[src/rtl/prf_pkg.sv]
// ----------------------------------------------------------------------------
// prf_pkg
// Types, codes and AES-256 helper functions for the CTR keystream generator.
// ----------------------------------------------------------------------------
package prf_pkg;

	localparam int BLOCK_BYTES       = 16;
	localparam int MAX_REQ_BYTES_DEF = 960;
	localparam int CMD_DEPTH_DEF     = 2;
	localparam int LEN_W             = 10;
	localparam int CNT_W             = 5;
	localparam int ADDR_W            = 6;

	localparam logic OP_GENERATE = 1'b0;
	localparam logic OP_RESTART  = 1'b1;

	localparam logic [1:0] ST_OK        = 2'd0;
	localparam logic [1:0] ST_EXHAUSTED = 2'd1;
	localparam logic [1:0] ST_NO_BUDGET = 2'd2;

	localparam logic [2:0] REG_KEY0    = 3'd0;
	localparam logic [2:0] REG_KEY1    = 3'd1;
	localparam logic [2:0] REG_KEY2    = 3'd2;
	localparam logic [2:0] REG_KEY3    = 3'd3;
	localparam logic [2:0] REG_MAX_INV = 3'd4;

	typedef enum logic {CMD_GENERATE, CMD_RESTART} cmd_kind_t;

	typedef struct packed {
		cmd_kind_t        kind;
		logic [LEN_W-1:0] len;
	} cmd_t;

	typedef struct packed {
		logic expand;
		logic encrypt;
	} aes_req_t;

	typedef struct packed {
		logic done;
	} aes_resp_t;

	typedef struct packed {
		logic [127:0]     data;
		logic [CNT_W-1:0] cnt;
		logic             last;
		logic [1:0]       status;
	} res_t;

	localparam logic [2047:0] SBOX_BITS = {
		128'h637c777bf26b6fc53001672bfed7ab76,
		128'hca82c97dfa5947f0add4a2af9ca472c0,
		128'hb7fd9326363ff7cc34a5e5f171d83115,
		128'h04c723c31896059a071280e2eb27b275,
		128'h09832c1a1b6e5aa0523bd6b329e32f84,
		128'h53d100ed20fcb15b6acbbe394a4c58cf,
		128'hd0efaafb434d338545f9027f503c9fa8,
		128'h51a3408f929d38f5bcb6da2110fff3d2,
		128'hcd0c13ec5f974417c4a77e3d645d1973,
		128'h60814fdc222a908846eeb814de5e0bdb,
		128'he0323a0a4906245cc2d3ac629195e479,
		128'he7c8376d8dd54ea96c56f4ea657aae08,
		128'hba78252e1ca6b4c6e8dd741f4bbd8b8a,
		128'h703eb5664803f60e613557b986c11d9e,
		128'he1f8981169d98e949b1e87e9ce5528df,
		128'h8ca1890dbfe6426841992d0fb054bb16
	};

	function automatic logic [7:0] sbox(input logic [7:0] b);
		logic [10:0] pos;
		pos = 11'd2047 - {b, 3'b000};
		return SBOX_BITS[pos -: 8];
	endfunction

	function automatic logic [31:0] sub_word(input logic [31:0] w);
		return {sbox(w[31:24]), sbox(w[23:16]), sbox(w[15:8]), sbox(w[7:0])};
	endfunction

	function automatic logic [7:0] rcon(input logic [2:0] i);
		logic [7:0] r;
		case (i)
			3'd1:    r = 8'h01;
			3'd2:    r = 8'h02;
			3'd3:    r = 8'h04;
			3'd4:    r = 8'h08;
			3'd5:    r = 8'h10;
			3'd6:    r = 8'h20;
			3'd7:    r = 8'h40;
			default: r = 8'h00;
		endcase
		return r;
	endfunction

	function automatic logic [7:0] xtime(input logic [7:0] a);
		return {a[6:0], 1'b0} ^ (a[7] ? 8'h1b : 8'h00);
	endfunction

	// Next 128-bit group of the AES-256 schedule from the two groups before it.
	function automatic logic [127:0] key_step(input logic [127:0] prev2,
	                                          input logic [127:0] prev1,
	                                          input logic [3:0]   g);
		logic [31:0] t;
		logic [31:0] w0;
		logic [31:0] w1;
		logic [31:0] w2;
		logic [31:0] w3;
		t = prev1[127:96];
		if (!g[0]) begin
			t = sub_word({t[7:0], t[31:8]});
			t[7:0] = t[7:0] ^ rcon(g[3:1]);
		end else begin
			t = sub_word(t);
		end
		w0 = prev2[31:0] ^ t;
		w1 = prev2[63:32] ^ w0;
		w2 = prev2[95:64] ^ w1;
		w3 = prev2[127:96] ^ w2;
		return {w3, w2, w1, w0};
	endfunction

	function automatic logic [127:0] aes_round(input logic [127:0] s_in,
	                                           input logic [127:0] rk,
	                                           input logic         last_rnd);
		logic [7:0]   s [16];
		logic [7:0]   t [16];
		logic [7:0]   a0;
		logic [7:0]   a1;
		logic [7:0]   a2;
		logic [7:0]   a3;
		logic [7:0]   all;
		logic [127:0] o;
		for (int i = 0; i < 16; i++) s[i] = sbox(s_in[8*i +: 8]);
		for (int c = 0; c < 4; c++)
			for (int i = 0; i < 4; i++) t[c*4+i] = s[((c+i) & 3)*4+i];
		if (!last_rnd) begin
			for (int c = 0; c < 4; c++) begin
				a0 = t[c*4];
				a1 = t[c*4+1];
				a2 = t[c*4+2];
				a3 = t[c*4+3];
				all = a0 ^ a1 ^ a2 ^ a3;
				t[c*4]   = a0 ^ all ^ xtime(a0 ^ a1);
				t[c*4+1] = a1 ^ all ^ xtime(a1 ^ a2);
				t[c*4+2] = a2 ^ all ^ xtime(a2 ^ a3);
				t[c*4+3] = a3 ^ all ^ xtime(a3 ^ a0);
			end
		end
		for (int i = 0; i < 16; i++) o[8*i +: 8] = t[i] ^ rk[8*i +: 8];
		return o;
	endfunction

	// Zero every byte at or above cnt.
	function automatic logic [127:0] byte_mask(input logic [127:0] d,
	                                           input logic [CNT_W-1:0] cnt);
		logic [127:0] m;
		m = '0;
		for (int i = 0; i < 16; i++)
			if (CNT_W'(i) < cnt) m[8*i +: 8] = d[8*i +: 8];
		return m;
	endfunction

endpackage

[src/rtl/prf_cmd_fifo.sv]
// ----------------------------------------------------------------------------
// prf_cmd_fifo
// Short command queue between the front and the back.
// ----------------------------------------------------------------------------
module prf_cmd_fifo #(
	parameter int DEPTH = prf_pkg::CMD_DEPTH_DEF
) (
	input  logic          clk,
	input  logic          arst_n,
	input  logic          wr,
	input  prf_pkg::cmd_t wr_cmd,
	output logic          full,
	input  logic          rd,
	output prf_pkg::cmd_t rd_cmd,
	output logic          valid
);

	localparam int PTR_W = (DEPTH > 1) ? $clog2(DEPTH) : 1;
	localparam int CNT_W = $clog2(DEPTH + 1);

	prf_pkg::cmd_t    mem_q [DEPTH];
	logic [PTR_W-1:0] wptr_q;
	logic [PTR_W-1:0] rptr_q;
	logic [CNT_W-1:0] cnt_q;
	logic             do_wr;
	logic             do_rd;

	assign full   = (cnt_q == CNT_W'(DEPTH));
	assign valid  = (cnt_q != '0);
	assign rd_cmd = mem_q[rptr_q];
	assign do_wr  = wr && !full;
	assign do_rd  = rd && valid;

	always_ff @(posedge clk or negedge arst_n) begin
		if (!arst_n) begin
			wptr_q <= '0;
			rptr_q <= '0;
			cnt_q  <= '0;
		end else begin
			if (do_wr) wptr_q <= (wptr_q == PTR_W'(DEPTH-1)) ? '0 : wptr_q + 1'b1;
			if (do_rd) rptr_q <= (rptr_q == PTR_W'(DEPTH-1)) ? '0 : rptr_q + 1'b1;
			if (do_wr && !do_rd) cnt_q <= cnt_q + 1'b1;
			else if (do_rd && !do_wr) cnt_q <= cnt_q - 1'b1;
		end
	end

	always_ff @(posedge clk) begin
		if (do_wr) mem_q[wptr_q] <= wr_cmd;
	end

endmodule

[config.mk]
export PLATFORM = sky130hd
export DESIGN_NAME = prf_cmd_fifo
export DESIGN_NICKNAME = d
export VERILOG_FILES = /design/src/rtl/prf_pkg.sv /design/src/rtl/prf_cmd_fifo.sv
export SDC_FILE = /design/constraint.sdc
export NUM_CORES = 1
export LEC_CHECK = 0
export BUFFER_PORTS_ARGS = -buffer_cell sky130_fd_sc_hd__buf_2
export CELL_PAD_IN_SITES_DETAIL_PLACEMENT = 1
export CELL_PAD_IN_SITES_GLOBAL_PLACEMENT = 1
export CORE_AREA = 4 4 59 61
export DETAILED_ROUTE_END_ITERATION = 10
export DIE_AREA = 0 0 63 65
export PLACE_DENSITY_LB_ADDON = 0.1
export SYNTH_ARGS = -nofsm -noshare
export SYNTH_HDL_FRONTEND = slang
export SYNTH_SLANG_ARGS = --single-unit
[constraint.sdc]
create_clock -name clk -period 1.43 [get_ports clk]
set_input_delay 0.143 -clock clk [delete_from_list [all_inputs] [get_ports clk]]
set_output_delay 0.143 -clock clk [all_outputs]
set_load 0.01 [all_outputs]
==> flow_metrics.py <==
metrics = {
    "run_status": {
        "status": "complete, but fails checks",
        "violations": "setup timing",
    },
    "pwr": {
        "p_per_area_nw_per_um2": 1890,
        "leakagePower_uw": 0.000668,
        "peakVddDrop_mv": 0.841,
    },
    "setup_path": {
        "rrSetupSlack_ns": 0.05,
        "arrival_ns": 1.32,
        "max_stage_delay_ns": 0.43,
        "end_kind": "output pin",
        "cpMaxStageDelayCell": "dfrtp_1",
        "critPathTopFamily": "flip-flops",
        "critPathMostFrequentCell": "buf_6",
        "crit_chain": "buf_6 -> mux2_4 -> buf_6",
        "critPathBufInv": 2,
        "required_ns": 1.29,
        "cp_max_fo": 7,
        "critPathKind": "reg2out",
        "start_kind": "register",
    },
    "clock_network": {
        "cts_tree": "built",
        "clock-sinks": 26,
        "clockRootBuffer": "clkbuf_4",
        "clock_path_buffers": 2,
        "cts_buffers": 3,
        "clkTransAtPathRegs_ns": 0.13,
        "clk_latency_ns": 0.31,
        "htreeDepth": 1,
    },
    "routing": {
        "wl_per_cell_um": 14.1,
        "via_per_inst": 4.41,
        "drc": 0,
        "ant_nets": 0,
        "initialDrtViolationCount": 7,
        "drtPass1Iterations": 2,
        "via_count": 613,
        "drt-total-wl_mm": 1.96,
    },
    "synth": {
        "yosysWarnings": 0,
        "syn_area_per_cell_um2": 19.6,
        "ys_seq_area_share_pct": 73.2,
        "netlist_instances": 53,
        "synthesis.nets": 69,
        "syn-cell-area_um2": 1040,
        "netlist_top_cells_area": "edfxtp_1, mux2_4, dfrtp_1",
        "netlist.area_leader.share_pct": 63.5,
        "ys_ff_latch": 26,
        "synth_top_area_cell": "edfxtp_1",
        "synth.distinct_cells": 15,
    },
    "timing": {
        "clock.fmax_ghz": 0.681,
        "max_slew.worst_pin.slew_ns": 0.148,
        "min_period_ns": 1.47,
        "fin_crit_sh_pct": 103,
        "worst_slack_ns": -0.0376,
        "grt_setup_unrepaired": "true",
        "whs_ns": 0.0961,
        "slew_headroom_pct": 90.1,
        "slew_viol_final": 0,
        "setup_tns_ns": -0.299,
        "setup_violations": 11,
        "hold_viol": 0,
        "fin_skew_ns": 0.00399,
    },
    "final_layout": {
        "fill_cells": 294,
        "synthToLayoutAreaGrowth_pct": 50.8,
        "antennaDiodeCount": 0,
        "fin_nets": 123,
        "final-seq-area_um2": 761,
        "layout-drive-gt1-share_pct": 57.5,
        "multiInputGateArea_um2": 305,
    },
    "global_route": {
        "antenna_found_initial": 0,
        "grtUsageTotal_pct": 10.6,
        "grt_max_degree": 15,
        "grt_pass1_wl_mm": 3.28,
        "first_global_vias": 696,
        "overflow": 0,
    },
    "floorplanning": {
        "fp.coreArea_um2": 2980,
        "num_rows": 20,
        "die-height_um": 65,
        "fp.dieW_um": 63,
        "dieArea_um2": 4100,
        "ios": 28,
        "initial_core_util_pct": 34.9,
    },
    "hold_path": {
        "hp-class": "in2reg",
    },
    "placement": {
        "gp_congestion": 0.634,
        "portBuffers": 27,
        "hpwlAfterDp_mm": 1.35,
    },
    "job": {
        "drv_cap": 0,
    },
}
-- flip-flops by register name, summed over array words and instances, names as in the netlist --
register	count
cnt_q	2
rptr_q	1
wptr_q	1
mem_q	22
-- cell usage after synthesis --
master,number
buf_6,1
xnor2_1,3
nand2_2,1
dfrtp_1,4
and3_1,1
mux2_2,2
mux2_4,9
nor2_1,2
nand2b_1,1
xor2_1,2
nand2_4,1
inv_1,2
edfxtp_1,22
or2_4,1
ha_1,1
-- tightest hold or removal path, delay by kind of cell --
family,cells,cell delay [ns]
buffers and inverters,1,0.11
XOR/XNOR,1,0.06
AND/OR/NAND/NOR,1,0.07
-- final timing paths --
| path | cells after the start | endpoint | startpoint |
|---|---|---|---|
| max in group asynchronous | 2 | wptr_q$_DFFE_PN0N_ | arst_n |
| setup reg to reg | 6 | cnt_q[1]$_DFFE_PN0P_ | cnt_q[1]$_DFFE_PN0P_ |
| setup / recovery | 3 | rd_cmd[6] | rptr_q$_DFFE_PN0P_ |
| hold reg to reg | 1 | wptr_q$_DFFE_PN0N_ | wptr_q$_DFFE_PN0N_ |
| hold / removal | 3 | rptr_q$_DFFE_PN0P_ | rd |
| min in group asynchronous | 2 | cnt_q[0]$_DFFE_PN0P_ | arst_n |
-- cells by family (layout without fill, tap and decap cells) --
| logic type | after synthesis | in the layout | share of synthesized area (%) |
|---|---|---|---|
| DFF | 26 | 26 | 73.2 |
| adders and majority gates | 1 | 1 | 1.20 |
| and+or+nand+nor | 7 | 7 | 4.45 |
| buffers and inverters | 3 | 56 | 1.81 |
| xor gates and xnor gates | 5 | 5 | 4.21 |
| muxes | 11 | 11 | 15.2 |
-- routing by layer --
metal / routed length (um) / track usage [%] / vias to the layer above
met5: 0 / 0 / -
met4: 0 / 4.13 / 0
met3: 105 / 3.12 / 0
met2: 1100 / 18.8 / 17
met1: 761 / 11.8 / 295
li1: - / - / 301
-- what timing repair did --
item | 4_1_cts | 5_1_grt
pin swaps | 0 | 4
setup buffers | 5 | 0
gates resized for setup | 17 | 5
endpoints found under the setup margin | 12 | 12
endpoints found under the hold margin | 12 | 14
hold buffers | 5 | 7
-- through the flow --
stage / area [um2] / power, uW / utilization, % / worst slack (ns) / instances
after CTS: 1470 / 2940 / 49.5 / -0.0714 / 132
after global routing: 1570 / 3180 / 52.6 / -0.121 / 139
after global placement: 1260 / 2220 / 42.5 / 0.0223 / 118
after floorplan: 1040 / 1840 / - / 0.0860 / 53
final: 1570 / 2960 / 52.6 / -0.0376 / 139
after detailed placement: 1260 / 2250 / 42.5 / -0.00691 / 118
-- power by group --
group          internal [uW]  switching (uW)  total [uW]  leakage [uW]
Clock                    102             205         307     0.0000154
Combinational            919             596        1520      0.000402
Sequential              1050            88.5        1140      0.000251
-- cells in the final DEF (no fill, tap or decap), types with 2 or more instances in the layout --
cell           instances
nor2_2                 2
dfrtp_1                4
edfxtp_1              22
dlygate4sd3_1         12
xnor2_1                3
buf_6                 13
nand2_4                2
clkbuf_4               3
buf_4                  8
mux2_4                11
buf_2                 16
-- final cells by class --
type / instances / share of cell area (%)
Inverter: 2 / 0.479
Timing Repair Buffer: 50 / 27.2
Clock inverter: 1 / 0.239
Multi-Input combinational cell: 24 / 19.5
Sequential cell: 26 / 48.5
Tap cell: 33 / 2.63
Clock buffer: 3 / 1.44
(Power assumes the default switching activity.)
