### src/rtl/prf_pkg.sv
// ----------------------------------------------------------------------------
// prf_pkg
// Types, codes and AES-256 helper functions for the CTR keystream generator.
// ----------------------------------------------------------------------------
package prf_pkg;

	localparam int BLOCK_BYTES       = 16;
	localparam int MAX_REQ_BYTES_DEF = 960;
	localparam int CMD_DEPTH_DEF     = 2;
	localparam int LEN_W             = 10;
	localparam int CNT_W             = 5;
	localparam int ADDR_W            = 6;

	localparam logic OP_GENERATE = 1'b0;
	localparam logic OP_RESTART  = 1'b1;

	localparam logic [1:0] ST_OK        = 2'd0;
	localparam logic [1:0] ST_EXHAUSTED = 2'd1;
	localparam logic [1:0] ST_NO_BUDGET = 2'd2;

	localparam logic [2:0] REG_KEY0    = 3'd0;
	localparam logic [2:0] REG_KEY1    = 3'd1;
	localparam logic [2:0] REG_KEY2    = 3'd2;
	localparam logic [2:0] REG_KEY3    = 3'd3;
	localparam logic [2:0] REG_MAX_INV = 3'd4;

	typedef enum logic {CMD_GENERATE, CMD_RESTART} cmd_kind_t;

	typedef struct packed {
		cmd_kind_t        kind;
		logic [LEN_W-1:0] len;
	} cmd_t;

	typedef struct packed {
		logic expand;
		logic encrypt;
	} aes_req_t;

	typedef struct packed {
		logic done;
	} aes_resp_t;

	typedef struct packed {
		logic [127:0]     data;
		logic [CNT_W-1:0] cnt;
		logic             last;
		logic [1:0]       status;
	} res_t;

	localparam logic [2047:0] SBOX_BITS = {
		128'h637c777bf26b6fc53001672bfed7ab76,
		128'hca82c97dfa5947f0add4a2af9ca472c0,
		128'hb7fd9326363ff7cc34a5e5f171d83115,
		128'h04c723c31896059a071280e2eb27b275,
		128'h09832c1a1b6e5aa0523bd6b329e32f84,
		128'h53d100ed20fcb15b6acbbe394a4c58cf,
		128'hd0efaafb434d338545f9027f503c9fa8,
		128'h51a3408f929d38f5bcb6da2110fff3d2,
		128'hcd0c13ec5f974417c4a77e3d645d1973,
		128'h60814fdc222a908846eeb814de5e0bdb,
		128'he0323a0a4906245cc2d3ac629195e479,
		128'he7c8376d8dd54ea96c56f4ea657aae08,
		128'hba78252e1ca6b4c6e8dd741f4bbd8b8a,
		128'h703eb5664803f60e613557b986c11d9e,
		128'he1f8981169d98e949b1e87e9ce5528df,
		128'h8ca1890dbfe6426841992d0fb054bb16
	};

	function automatic logic [7:0] sbox(input logic [7:0] b);
		logic [10:0] pos;
		pos = 11'd2047 - {b, 3'b000};
		return SBOX_BITS[pos -: 8];
	endfunction

	function automatic logic [31:0] sub_word(input logic [31:0] w);
		return {sbox(w[31:24]), sbox(w[23:16]), sbox(w[15:8]), sbox(w[7:0])};
	endfunction

	function automatic logic [7:0] rcon(input logic [2:0] i);
		logic [7:0] r;
		case (i)
			3'd1:    r = 8'h01;
			3'd2:    r = 8'h02;
			3'd3:    r = 8'h04;
			3'd4:    r = 8'h08;
			3'd5:    r = 8'h10;
			3'd6:    r = 8'h20;
			3'd7:    r = 8'h40;
			default: r = 8'h00;
		endcase
		return r;
	endfunction

	function automatic logic [7:0] xtime(input logic [7:0] a);
		return {a[6:0], 1'b0} ^ (a[7] ? 8'h1b : 8'h00);
	endfunction

	// Next 128-bit group of the AES-256 schedule from the two groups before it.
	function automatic logic [127:0] key_step(input logic [127:0] prev2,
	                                          input logic [127:0] prev1,
	                                          input logic [3:0]   g);
		logic [31:0] t;
		logic [31:0] w0;
		logic [31:0] w1;
		logic [31:0] w2;
		logic [31:0] w3;
		t = prev1[127:96];
		if (!g[0]) begin
			t = sub_word({t[7:0], t[31:8]});
			t[7:0] = t[7:0] ^ rcon(g[3:1]);
		end else begin
			t = sub_word(t);
		end
		w0 = prev2[31:0] ^ t;
		w1 = prev2[63:32] ^ w0;
		w2 = prev2[95:64] ^ w1;
		w3 = prev2[127:96] ^ w2;
		return {w3, w2, w1, w0};
	endfunction

	function automatic logic [127:0] aes_round(input logic [127:0] s_in,
	                                           input logic [127:0] rk,
	                                           input logic         last_rnd);
		logic [7:0]   s [16];
		logic [7:0]   t [16];
		logic [7:0]   a0;
		logic [7:0]   a1;
		logic [7:0]   a2;
		logic [7:0]   a3;
		logic [7:0]   all;
		logic [127:0] o;
		for (int i = 0; i < 16; i++) s[i] = sbox(s_in[8*i +: 8]);
		for (int c = 0; c < 4; c++)
			for (int i = 0; i < 4; i++) t[c*4+i] = s[((c+i) & 3)*4+i];
		if (!last_rnd) begin
			for (int c = 0; c < 4; c++) begin
				a0 = t[c*4];
				a1 = t[c*4+1];
				a2 = t[c*4+2];
				a3 = t[c*4+3];
				all = a0 ^ a1 ^ a2 ^ a3;
				t[c*4]   = a0 ^ all ^ xtime(a0 ^ a1);
				t[c*4+1] = a1 ^ all ^ xtime(a1 ^ a2);
				t[c*4+2] = a2 ^ all ^ xtime(a2 ^ a3);
				t[c*4+3] = a3 ^ all ^ xtime(a3 ^ a0);
			end
		end
		for (int i = 0; i < 16; i++) o[8*i +: 8] = t[i] ^ rk[8*i +: 8];
		return o;
	endfunction

	// Zero every byte at or above cnt.
	function automatic logic [127:0] byte_mask(input logic [127:0] d,
	                                           input logic [CNT_W-1:0] cnt);
		logic [127:0] m;
		m = '0;
		for (int i = 0; i < 16; i++)
			if (CNT_W'(i) < cnt) m[8*i +: 8] = d[8*i +: 8];
		return m;
	endfunction

endpackage

### src/rtl/prf_front.sv
// ----------------------------------------------------------------------------
// prf_front
// Accepts requests, decodes the opcode and clamps the length into a command.
// ----------------------------------------------------------------------------
module prf_front #(
	parameter int MAX_REQUEST_BYTES = prf_pkg::MAX_REQ_BYTES_DEF
) (
	input  logic                       push,
	input  logic                       opcode,
	input  logic [prf_pkg::LEN_W-1:0]  byte_length,
	output logic                       full,
	input  logic                       q_full,
	output logic                       q_wr,
	output prf_pkg::cmd_t              q_cmd
);

	localparam logic [prf_pkg::LEN_W-1:0] MAX_LEN = prf_pkg::LEN_W'(MAX_REQUEST_BYTES);

	assign full = q_full;
	assign q_wr = push && !q_full;

	always_comb begin
		q_cmd.kind = (opcode == prf_pkg::OP_RESTART) ? prf_pkg::CMD_RESTART
		                                             : prf_pkg::CMD_GENERATE;
		q_cmd.len  = (byte_length > MAX_LEN) ? MAX_LEN : byte_length;
	end

endmodule

### config.mk
export PLATFORM = sky130hd
export DESIGN_NAME = prf_front
export DESIGN_NICKNAME = d
export VERILOG_FILES = /design/src/rtl/prf_pkg.sv /design/src/rtl/prf_front.sv
export SDC_FILE = /design/constraint.sdc
export NUM_CORES = 1
export LEC_CHECK = 0
export ABC_AREA = 1
export BUFFER_PORTS_ARGS = -buffer_cell sky130_fd_sc_hd__buf_2
export CORE_AREA = 2 2 39 41
export DETAILED_ROUTE_END_ITERATION = 16
export DIE_AREA = 0 0 41 43
export SLEW_MARGIN = 20
export SYNTH_ARGS = -nofsm -noshare
export SYNTH_HDL_FRONTEND = slang
export SYNTH_SLANG_ARGS = --single-unit
### constraint.sdc
create_clock -name vclk -period 0.8
set_clock_uncertainty 0.05 [all_clocks]
set_input_delay 0.16 -clock vclk [all_inputs]
set_output_delay 0.16 -clock vclk [all_outputs]
set_load 0.02 [all_outputs]
==> key figures, run 1 <==
Floorplan
  • Die Span Y: 43 um
  • Placeable Area: 1384 um2
  • Die width: between 40 and 50 um
  • Ports: 26
  • Initial Utilization: 0.09946
  • Die area: 1763 um2
  • Core Rows: 14

Pwr
  • Leak: around 0.20 nW
  • Int Pwr: 0.1148 mW
  • Sw frac: 0.5088
  • Power share of the sequential group: 0
  • Power Density: approximately 550 nW/um2
  • Switching power: 0.1189 mW
  • Comb pwr share: 1.000
  • Clock share of power: 0
  • Peak supply drop: 0.1666 mV

Synth
  • Synthesized area per cell: 5.097 um2
  • Syn Std Cell Area: roughly 140 um2
  • Count of different cell masters after synthesis: 9
  • Register area share after synthesis: 0
  • Post-Syn Nets: 40
  • Mapped Cells: 27
  • Syn. warnings: 0

Route
  • Detail Route Antenna Nets: 0
  • DR iter-0 viols: 1
  • Number of vias per cell: 3.565
  • DRT Pass-1 Iters: 2
  • Routed WL per cell: a little under 8 um
  • Routed vias: 221
  • Remaining DRCs: 0
  • Routed wire length: 488 um

Layout
  • Diodes inserted: 0
  • Design Area, Final: between 400 and 500 um2
  • Share of cells above drive strength 1: 0.7826
  • CLK BUF: 0
  • Nets: 61
  • Synthesis-to-finish area growth: 208.2%
  • Seq. cell area: 0 um2
  • Seq_cells: 0

Global routing
  • First-pass GRT wire length: 800 um
  • Grt ovf: 0
  • Initial antenna violation count: 0
  • GR Util All Layers: 0.05994
  • Vias in the first global route: 205
  • Largest net degree at the start of global routing: 7

Status
  • Violated checks: negative setup slack
  • Status: complete, but fails checks

Timing
  • Slew HR: 0.8665
  • Final setup fails: 6
  • Top achievable clock speed: 0.9298 GHz
  • Pins over their slew limit: 0
  • Final hold violations: 0
  • Period Utilization, post-route: 1.344
  • Crit path time final: 1.075 ns
  • Final setup margin: -0.2755 ns
  • RSZ-0062 raised after global routing: true
  • Worst slew pin tran: 0.2002 ns

Worst setup path
  • Crit-path max FO: 6
  • CP required: 0.59 ns
  • Startpoint Class: primary input
  • WP data arrival: 0.87 ns
  • CP top delay family: simple AND/OR/NAND/NOR gates
  • Setup CP Type: primary input to output pin
  • Crit-path slowest cell: nand3_4
  • Critical path, cell by cell: buf_8 -> nor2_4 -> nand3_4 -> a21oi_4 -> buf_6
  • Crit end category: output pin
  • Critical Path Max Stage Delay: 0.18 ns
  • Worst Path Buf+Inv: 2
  • Crit. path cell count: 5

Placement
  • Pre-CTS setup slack: -0.3476 ns
  • Detailed Place HPWL: between 400 and 500 um
  • Input/output buffers: 24
  • RD Place Congestion: 0.5444
  • Post-DP Area: 337.8 um2

Min path
  • Worst hold path depth: 0
  • Tightest Hold Check Type: primary input to output pin

Flow run
  • Max-cap violations: 0
cells by family (layout without fill, tap and decap cells):
| logic type | after synthesis | after routing | synth area share |
|---|---|---|---|
| and+or+nand+nor | 8 | 8 | 0.3727 |
| buffers and inverters | 13 | 32 | 0.4091 |
| AOI/OAI and AO/OA | 6 | 6 | 0.2182 |
cells in the mapped netlist:
master / count / area share
inv_1: 7 / 0.19
a21oi_1: 6 / 0.22
nor2_4: 1 / 0.082
nor2_1: 1 / 0.027
nand2_1: 2 / 0.055
buf_4: 2 / 0.11
clkbuf_1: 4 / 0.11
nand3_2: 1 / 0.073
nor2_2: 3 / 0.14
cell usage in the layout (no fill, tap or decap):
cell,n
buf_8,1
buf_6,9
inv_1,7
a21oi_4,6
nand3_4,1
nor2_1,1
buf_2,14
buf_12,1
nand2_1,2
nor2_4,4
metrics by stage:
stage | TNS, ns | hold WS [ns] | instances | total power, mW | util
after floorplan | -0.5639 | 0.3498 | 27 | 0.1291 | -
after global placement | -2.059 | 0.2701 | 61 | 0.1866 | 0.2441
after detailed placement | -2.066 | 0.2701 | 61 | 0.1883 | 0.2441
after CTS | -1.720 | 0.2701 | 62 | 0.2339 | 0.3038
after global routing | -1.920 | 0.2701 | 62 | 0.2524 | 0.3065
final | -1.612 | 0.2700 | 62 | 0.2336 | 0.3065
power by group through the flow:
stage	clock network (mW)	registers, mW	logic [mW]
finish	0	0	0.234
floorplan	0	0	0.129
global placement	0	0	0.187
global route	0	0	0.252
CTS	0	0	0.234
detailed placement	0	0	0.188
layer usage:
layer  GRT usage  vias up  share of wire  routed length, um
li1            -      113              -                  -
met1     0.08228       91           0.37                181
met2      0.1063       17           0.48                235
met3           0        0           0.15                 71
met4           0        0              0                  0
met5           0        -              0                  0
layout make-up:
class	instances	area [um2]
multi-input combinational	14	171.4
inverter	7	26.28
fill	148	959.7
tap	16	20.02
timing repair buffer	25	206.4
repair_timing:
item | 4_1_cts | 5_1_grt
setup endpoints to repair | 6 | 6
gates resized for setup | 16 | 1
pin swaps | 7 | 2
buffers inserted | 1 | 0
hold buffers | 0 | 0
path summary, 6_finish.rpt:
kind                            from   endpoint  slack [ns]
worst max-delay path  byte_length[2]   q_cmd[2]       -0.28
worst min-delay path          opcode  q_cmd[10]        0.27
(Power assumes the default switching activity.)
==> inputs of run 2 (changes only) <==
--- a/config.mk
+++ b/config.mk
@@ -6,10 +6,10 @@
 export NUM_CORES = 1
 export LEC_CHECK = 0
 export ABC_AREA = 1
-export BUFFER_PORTS_ARGS = -buffer_cell sky130_fd_sc_hd__buf_2
 export CORE_AREA = 2 2 39 41
 export DETAILED_ROUTE_END_ITERATION = 16
 export DIE_AREA = 0 0 41 43
+export DONT_BUFFER_PORTS = 1
 export SLEW_MARGIN = 20
 export SYNTH_ARGS = -nofsm -noshare
 export SYNTH_HDL_FRONTEND = slang
==> key figures, run 2 (synthesized netlist as in run 1, its figures left out) <==
Status
  • Status: complete, but fails checks
  • Violated checks: negative setup slack

Timing
  • Worst Hold Slack: 0.2700 ns (-0.00003600 ns)
  • Final setup fails: 6 (unchanged)
  • Final setup margin: -0.1146 ns (+0.1609 ns)
  • Final hold violations: 0 (unchanged)
  • RSZ-0062 raised after global routing: true
  • Crit path time final: 0.9146 ns (-0.1609 ns)
  • Worst slew pin tran: 0.2043 ns (+0.004082 ns)
  • Period Utilization, post-route: 1.143 (-0.2011)
  • Slew HR: 0.8635 (-0.003025)
  • Top achievable clock speed: 1.093 GHz (+18%)
  • Pins over their slew limit: 0 (unchanged)

Route
  • DR iter-0 viols: 0 (-1)
  • Routed wire length: 374 um (-23%)
  • Number of vias per cell: 3.667 (+2.9%)
  • Detail Route Antenna Nets: 0 (unchanged)
  • Routed vias: 143 (-35%)
  • Remaining DRCs: 0 (unchanged)
  • DRT Pass-1 Iters: 1 (-1)
  • Routed WL per cell: 9.590 um (+22%)

Layout
  • Most common cell after layout, fill and taps aside: inv_1
  • Nets: 38 (-38%)
  • Commonest cells after routing, fill and taps aside: inv_1, a21oi_4, nor2_4
  • Seq_cells: 0 (unchanged)
  • Diodes inserted: 0 (unchanged)
  • Share of cells above drive strength 1: 0.5652 (-0.2174)
  • Cell Count, Final, Fillers Out: 39 (-37%)
  • Fill count: 153 (+3.4%)
  • Seq. cell area: 0 um2 (unchanged)
  • Synthesis-to-finish area growth: 78.18%
  • CLK BUF: 0 (unchanged)

Pwr
  • Clock share of power: 0 (unchanged)
  • Sw frac: 0.6267 (+0.1179)
  • Int Pwr: 0.04063 mW (-65%)
  • Power share of the sequential group: 0 (unchanged)
  • Leak: 0.08861 nW (-56%)
  • Comb pwr share: 1.000 (about the same)
  • Switching power: 0.06821 mW (-43%)
  • Peak supply drop: 0.1194 mV (-28%)
  • Power Density: 443.8 nW/um2 (-19%)

Global routing
  • First-pass GRT wire length: 558 um (-30%)
  • Grt ovf: 0 (unchanged)
  • Vias in the first global route: 137 (-33%)
  • GR Util All Layers: 0.04196 (-0.01798)
  • Initial antenna violation count: 0 (unchanged)
  • Largest net degree at the start of global routing: 7 (unchanged)

Worst setup path
  • Worst Path Buf+Inv: 0 (-2)
  • Crit end category: output pin
  • Startpoint Class: primary input
  • CP top delay family: simple AND/OR/NAND/NOR gates
  • CP required: 0.59 ns (about the same)
  • Crit-path slowest cell: a21oi_4
  • WP data arrival: 0.70 ns (-0.17 ns)
  • Critical Path Max Stage Delay: 0.26 ns (+0.08 ns)
  • Crit-path max FO: 6 (unchanged)
  • Setup CP Type: primary input to output pin
  • Critical path, cell by cell: nor2_4 -> nand3_4 -> a21oi_4

Placement
  • Pre-CTS setup slack: -0.1370 ns (+0.2107 ns)
  • RD Place Congestion: 0.4946 (-9.1%)
  • Input/output buffers: 0 (-100%)
  • DP Cell Count: 39 (-36%)

Floorplan
  • Placeable Area: 1384 um2 (unchanged)
  • Ports: 26 (unchanged)
  • Die area: 1763 um2 (unchanged)
  • Die Span Y: 43 um (unchanged)
  • Initial Utilization: 0.09946 (unchanged)
  • Die width: 41 um (unchanged)
  • Core Rows: 14 (unchanged)

Flow run
  • Max-cap violations: 0 (unchanged)

Clock network
  • Post-CTS sizing: 0 (-16)
  • Postcts setup bufs: 0 (-1)

Min path
  • Tightest Hold Check Type: primary input to output pin
## run 2: area by class of cell
class	instances	area [um2]	area share
repair buffers	2	27.53	0.1122
multi-input cells	14	171.4	0.6990
well taps	16	20.02	0.08163
inverters	7	26.28	0.1071
## run 2: through the flow
stage          TNS [ns]  utilization  total power, mW  cell area, um2
3_3_place_gp    -0.7118       0.1772           0.1097           245.2
6_report        -0.6363       0.1772           0.1088           245.2
4_1_cts         -0.7156       0.1772           0.1113           245.2
5_1_grt         -0.9171       0.1772           0.1166           245.2
3_5_place_dp    -0.7462       0.1772           0.1110           245.2
2_1_floorplan   -0.5639            -           0.1291           227.7
## run 2: path summary, 6_finish.rpt
| check | startpoint | endpoint | slack (ns) | cells after the start |
|---|---|---|---|---|
| setup / recovery | byte_length[0] | q_cmd[3] | -0.11 | 3 |
| hold / removal | q_full | full | 0.27 | 0 |
## run 2: timing repair
item                                    CTS  global route
endpoints found under the setup margin    6             6
pin swaps                                 1             0
hold buffers                              0             0
## run 2: per-layer routing
layer / vias up / routed length (um) / global-route usage
met5: - / 0 / 0
met4: 0 / 0 / 0.006667
met3: 0 / 76 / 0.01047
met2: 15 / 175 / 0.07500
met1: 60 / 122 / 0.04747
li1: 68 / - / -
## run 2: power by group through the flow
stage,clock network [mW],logic [mW],registers (mW)
5_1_grt,0,0.117,0
2_1_floorplan,0,0.129,0
3_5_place_dp,0,0.111,0
3_3_place_gp,0,0.110,0
4_1_cts,0,0.111,0
6_report,0,0.109,0
